$ cat src/rtl/stack_machine_execute_unit_assert.svh
// Assertion macros for the stack machine execute unit.
`ifndef STACK_MACHINE_EXECUTE_UNIT_ASSERT_SVH
`define STACK_MACHINE_EXECUTE_UNIT_ASSERT_SVH

// Check that cons holds in the same cycle as ante.
`define SMEU_ASSERT_IMPLY(label, clk, rst_n, ante, cons, msg) \
    label: assert property (@(posedge clk) disable iff (!rst_n) (ante) |-> (cons)) \
        else $error(msg);

// Check that cons holds in the cycle after ante.
`define SMEU_ASSERT_NEXT(label, clk, rst_n, ante, cons, msg) \
    label: assert property (@(posedge clk) disable iff (!rst_n) (ante) |=> (cons)) \
        else $error(msg);

`endif

$ cat src/rtl/smeu_div.sv
// Iterative signed divider, one quotient bit per cycle, truncating toward zero.
module smeu_div #(
    parameter int WIDTH = 32
) (
    input  logic             i_clk,
    input  logic             i_rst_n,
    input  logic             i_start,
    input  logic [WIDTH-1:0] i_dividend,
    input  logic [WIDTH-1:0] i_divisor,
    output logic             o_done,
    output logic [WIDTH-1:0] o_quotient
);

    localparam int CW = $clog2(WIDTH + 1);

    logic          r_busy;
    logic          r_done;
    logic [CW-1:0] r_cnt;
    logic [WIDTH:0]   r_rem;
    logic [WIDTH-1:0] r_quo;
    logic [WIDTH-1:0] r_dvs;
    logic             r_neg;

    logic [WIDTH:0]   w_rem_sh;
    logic [WIDTH:0]   w_diff;
    logic [WIDTH-1:0] w_mag_x;
    logic [WIDTH-1:0] w_mag_y;

    assign w_mag_x  = i_dividend[WIDTH-1] ? (~i_dividend + 1'b1) : i_dividend;
    assign w_mag_y  = i_divisor[WIDTH-1] ? (~i_divisor + 1'b1) : i_divisor;
    assign w_rem_sh = {r_rem[WIDTH-1:0], r_quo[WIDTH-1]};
    assign w_diff   = w_rem_sh - {1'b0, r_dvs};

    always_ff @(posedge i_clk) begin
        if (!i_rst_n) begin
            r_busy <= 1'b0;
            r_done <= 1'b0;
            r_cnt  <= '0;
        end else begin
            r_done <= 1'b0;
            if (i_start) begin
                r_busy <= 1'b1;
                r_cnt  <= '0;
            end else if (r_busy) begin
                r_cnt <= r_cnt + 1'b1;
                if (r_cnt == CW'(WIDTH - 1)) begin
                    r_busy <= 1'b0;
                    r_done <= 1'b1;
                end
            end
        end
    end

    always_ff @(posedge i_clk) begin
        if (i_start) begin
            r_rem <= '0;
            r_quo <= w_mag_x;
            r_dvs <= w_mag_y;
            r_neg <= i_dividend[WIDTH-1] ^ i_divisor[WIDTH-1];
        end else if (r_busy) begin
            if (!w_diff[WIDTH]) begin
                r_rem <= w_diff;
                r_quo <= {r_quo[WIDTH-2:0], 1'b1};
            end else begin
                r_rem <= w_rem_sh;
                r_quo <= {r_quo[WIDTH-2:0], 1'b0};
            end
        end
    end

    assign o_done     = r_done;
    assign o_quotient = r_neg ? (~r_quo + 1'b1) : r_quo;

endmodule

$ cat config.mk
export PLATFORM = sky130hd
export DESIGN_NAME = smeu_div
export DESIGN_NICKNAME = d
export VERILOG_FILES = /design/src/rtl/stack_machine_execute_unit_assert.svh /design/src/rtl/smeu_div.sv
export SDC_FILE = /design/constraint.sdc
export NUM_CORES = 1
export LEC_CHECK = 0
export BUFFER_PORTS_ARGS = -buffer_cell sky130_fd_sc_hd__buf_2
export CORE_MARGIN = 2
export CORE_UTILIZATION = 43
export CTS_CLUSTER_DIAMETER = 150
export DETAILED_ROUTE_END_ITERATION = 10
export GPL_ROUTABILITY_DRIVEN = 0
export PLACE_DENSITY = 0.61
export SLEW_MARGIN = 25
export SYNTH_ARGS = -nofsm -noshare
export SYNTH_HDL_FRONTEND = slang
export SYNTH_SLANG_ARGS = --single-unit
$ cat constraint.sdc
create_clock -name i_clk -period 9.8 [get_ports i_clk]
set_input_delay 0.49 -clock i_clk [delete_from_list [all_inputs] [get_ports i_clk]]
set_output_delay 0.49 -clock i_clk [all_outputs]
set_load 0.005 [all_outputs]
## Yosys cells after proc, flatten, opt, wreduce, memory -nomap -nowiden

Index checks and enable logic that the tools add are counted.

- Register bits: 105
- Bits of input ports: 67
- Output and inout bits: 33
- Logic and storage cells: 34

- Bitwise logic cells: 6
- Reductions and logical operators: 3
- Eq/ne operators: 1
- Multiplexer cells: 11
- Add/sub/neg operators: 5

Operator list:

| operator | count |
|---|---|
| $mux W32 | 5 |
| $add A32 B1 Y32 const B | 3 |
| $not A32 Y32 | 3 |
| $sub A33 B32 Y33 | 1 |
| $mux W31 | 1 |
| $add A6 B1 Y6 const B | 1 |
| $eq A6 B5 Y1 const B | 1 |
| $mux W1 | 5 |
| $reduce_or A3 Y1 | 1 |
| $not A1 Y1 | 2 |
| $reduce_bool A2 Y1 | 1 |
| $reduce_or A2 Y1 | 1 |
| $xor A1 B1 Y1 | 1 |

## Logic depth before layout (Yosys ltp)

- Depth after elaboration: 4
- Depth in mapped cells: 13
- Depth with buffers taken out: 11

## Least setup slack after synthesis

Ideal clock, no wire load.

- Kind: reg-to-output
- From: register r_quo[0]
- To: output port o_quotient[28]
- Path slack: 6.397 ns
- Cell stages (with the launch flop): 11
- Required time: 9.310 ns
- Arrival time: 2.913 ns
- Path buffers: 0
- Path through: edfxtp_1 -> inv_1 -> ha_1 -> nor2b_1 -> nand4_1 -> or3_1 -> or3_4 -> or4_1 -> or4_4 -> o31ai_2 -> xnor2_1

- Cells in the longest elaborated chain, start to end: 3

RTL lines:

| item | RTL line | text |
|---|---|---|
| start: declaration | smeu_div.sv:20 | `logic [WIDTH-1:0] r_quo;` |
| start signal: assignment | smeu_div.sv:57 | `r_quo <= w_mag_x;` |
| start signal: assignment | smeu_div.sv:63 | `r_quo <= {r_quo[WIDTH-2:0], 1'b1};` |
| start signal: assignment | smeu_div.sv:66 | `r_quo <= {r_quo[WIDTH-2:0], 1'b0};` |
| $not A32 Y32 | smeu_div.sv:72 | `assign o_quotient = r_neg ? (~r_quo + 1'b1) : r_quo;` |
| $add A32 B1 Y32 | smeu_div.sv:72 |  |
| $mux W32 | smeu_div.sv:72 |  |
| end: declaration | smeu_div.sv:11 | `output logic [WIDTH-1:0] o_quotient` |

No other way between the ends.

## Worst setup path in the final report

- From: register r_quo[31]
- To: register r_rem[4]

- Cells in the longest elaborated chain, start to end: 2

RTL lines:

| item | RTL line | text |
|---|---|---|
| $sub A33 B32 Y33 | smeu_div.sv:32 | `assign w_diff = w_rem_sh - {1'b0, r_dvs};` |
| $mux W32 | smeu_div.sv:61 | `if (!w_diff[WIDTH]) begin` |
| end signal: assignment | smeu_div.sv:62 | `r_rem <= w_diff;` |
| end signal: assignment | smeu_div.sv:65 | `r_rem <= w_rem_sh;` |
| end: declaration | smeu_div.sv:19 | `logic [WIDTH:0] r_rem;` |

No other way between the ends.
A chain may end at the register's enable or synchronous reset.

==> impl_metrics.ini <==
[critical_path]
crit_type = flop to flop
cp-endpoint = r_rem[4]$_SDFFE_PP0P_
r2r_slack_ns = 5.44
cp.arrival_ns = 4.60
end_kind = flop
cp_max_fo = 17
rr_startpoint = r_quo[31]$_DFFE_PP_
cp.required_ns = 10.04
cp-start-kind = flop
cp-startpoint = r_quo[31]$_DFFE_PP_
r2r-end = r_rem[4]$_SDFFE_PP0P_
rr_worst_depth = 11

[floorplanning]
rows = 50
coreArea_sq_um = 18500
die_w_um = 141
ioPinCount = 100
die-area_sq_um = 19800
die_h_um = 141
initial_core_util_pct = 43.4

[clock_network]
cts_tree = built
hold_buffers = 0
cts_max_level = 3
clock_path_buffers = 2
cts.clk_slew.worst_paths_ns = 0.08
cts_made_buffers = 9
cts_setup_buffers = 0
clock_sinks = 105
ctsResizeCount = 0
cts_root_buf = clkbuf_16
clk_latency_ns = 0.36

[detailed_routing]
wl_um = 19900
first_iter_violations = 565
first_pass_iters = 5
wl_per_cell_um = 16.1
viasPerCell = 5.73
drcViolationCount = 0
vias = 7085
ant_nets = 0

[grt]
grt_pass1_wl_um = 32300
grt_pass1_vias = 6206
grt_max_degree = 71
grt.total_usage_pct = 19.9
grt-ovfl-total = 0
antenna_found_initial = 0

[sta]
fin_crit_ns = 4.36
setup-tns-final_ns = 0
worst_clock_skew_ns = 0.0149
slew_headroom_pct = 36.5
hold_viol = 0
holdWs_ns = 0.391
fin_crit_sh_pct = 44.5
setup_viol = 0
drv_slew = 0
timing.fmax_ghz = 0.229
worst_slew_pin_slew_ns = 0.952
rsz0062_at_grt = false

[yosys]
synth_area_leaders = edfxtp_1, dfxtp_1, xnor2_1
ys_types = 66
synth_edf_count = 65
yosysWarnings = 0
ys_top_cells_by_count = nor2_1, xnor2_1, a21oi_1, edfxtp_1, nand2_1
ys_ff_latch = 105
synth.most_common_cell = nor2_1
synth-seq-area-share_pct = 34.2
async_reset_ff_share_pct = 0
synthesis.area_sq_um = 8050
synth_flop_cell = edfxtp_1
synth_top_area_share_pct = 24.3
netlist_instances = 926
syn_avg_cell_area_sq_um = 8.69
syn-num-nets = 1030
synth_largest_area_cell = edfxtp_1

[outcome]
status = completed

[power]
p_leak_nw = 3.48
comb_power_share_pct = 35.7
power_frac_clock_pct = 24.5
swShare_pct = 36.3
netSwitchingPower_uw = 530
cell_internal_pwr_uw = 931
powerDensity_nw_per_um2 = 162
p_seq_share_pct = 39.8
peakVddDrop_v = 0.0000976

[layout]
nNetsFinal = 1101
stdcell_area_sq_um = 9010
antenna_cells = 0
area_delta_synth_final_pct = 12.0
drive_gt1_share_pct = 14.3

[placed_design]
io_buffers = 99
hpwl_um = 14800
placed_area_sq_um = 8720

[flow_run]
maxCapViolations = 0

[worst_hold_path]
hold_path_class = primary input to flop
registers in the layout (all words and copies together) (netlist names):
name,cells
r_neg,1
r_busy,1
r_cnt,6
o_done,1
r_dvs,32
r_quo,32
r_rem,32
worst min path at each step:
stage / startpoint / endpoint / slack, ns / cells past startpoint
3_3_place_gp: r_cnt[5]$_SDFFE_PP0P_ / o_done$_SDFF_PP0_ / 0.46 / 1
3_5_place_dp: r_cnt[5]$_SDFFE_PP0P_ / o_done$_SDFF_PP0_ / 0.46 / 1
6_report: i_rst_n / r_busy$_SDFF_PN0_ / 0.39 / 2
2_1_floorplan: r_cnt[5]$_SDFFE_PP0P_ / o_done$_SDFF_PP0_ / 0.42 / 1
4_1_cts: i_rst_n / r_busy$_SDFF_PN0_ / 0.38 / 2
5_1_grt: i_rst_n / r_busy$_SDFF_PN0_ / 0.40 / 2
area by class of cell:
type,count,area [sq um]
Fill cell,1817,9510
Multi-Input combinational cell,727,4940
Sequential cell,105,2750
Timing Repair Buffer,106,551
Tap cell,234,293
Clock buffer,12,258
Inverter,48,180
Clock inverter,4,32.5
cells by family after synthesis:
| logic type | Yosys count | share of synthesized area [%] |
|---|---|---|
| buffers and inverters | 94 | 4.43 |
| and+or+nand+nor | 296 | 19.0 |
| adders and majority gates | 37 | 5.85 |
| muxes | 5 | 0.653 |
| xor gates and xnor gates | 116 | 12.6 |
| DFF | 105 | 34.2 |
| AOI/OAI and AO/OA | 273 | 23.2 |
power by group through the flow:
stage | Sequential (mW) | Combinational [mW] | Clock [mW]
floorplan | 0.567 | 0.375 | 0
global placement | 0.588 | 0.512 | 0
detailed placement | 0.589 | 0.515 | 0
CTS | 0.579 | 0.517 | 0.370
global route | 0.587 | 0.583 | 0.385
finish | 0.581 | 0.522 | 0.358
placed cells by master, fill, tap and decap left out, types with 7 or more instances in the layout:
master,count
a311oi_1,13
or3_1,13
dfxtp_1,40
and3_1,12
xnor2_1,66
buf_2,98
nand3_1,16
ha_1,36
o311a_1,12
clkbuf_16,10
o31ai_1,31
o211ai_1,11
inv_1,47
edfxtp_1,65
nand2b_1,19
or4_1,12
nand4_1,15
a41oi_1,7
a21oi_1,65
o311ai_0,16
o21ai_0,56
nor3_1,13
o41ai_1,13
buf_4,8
xor2_1,50
nor4_1,14
nor2_1,92
nand2_1,58
layer usage:
| metal | wire length, um | track usage, % |
|---|---|---|
| met5 | 0 | 0 |
| met4 | 220 | 4.68 |
| met3 | 1270 | 2.24 |
| met2 | 8280 | 29.9 |
| met1 | 10100 | 30.7 |
through the flow:
stage                     util (%)  setup slack, ns  total power, mW  cells
after floorplan                  -             6.40            0.942    926
after global placement        47.1             5.61             1.10   1220
after detailed placement      47.1             5.53             1.10   1220
after CTS                     48.7             5.53             1.47   1236
after global routing          48.7             5.12             1.55   1236
final                         48.7             5.44             1.46   1236
worst max-delay path: stages, from the launching register on:
cell      delay, ns
edfxtp_1       0.41
inv_1          0.06
ha_1           0.21
fa_1           0.39
nand2b_1       0.19
a21oi_1        0.23
o21ai_1        0.16
and4b_1        0.27
nor4_2         0.44
o41a_1         0.62
nand3_1        0.71
o311a_1        0.53
No activity file was read; power rests on OpenSTA's default activity.
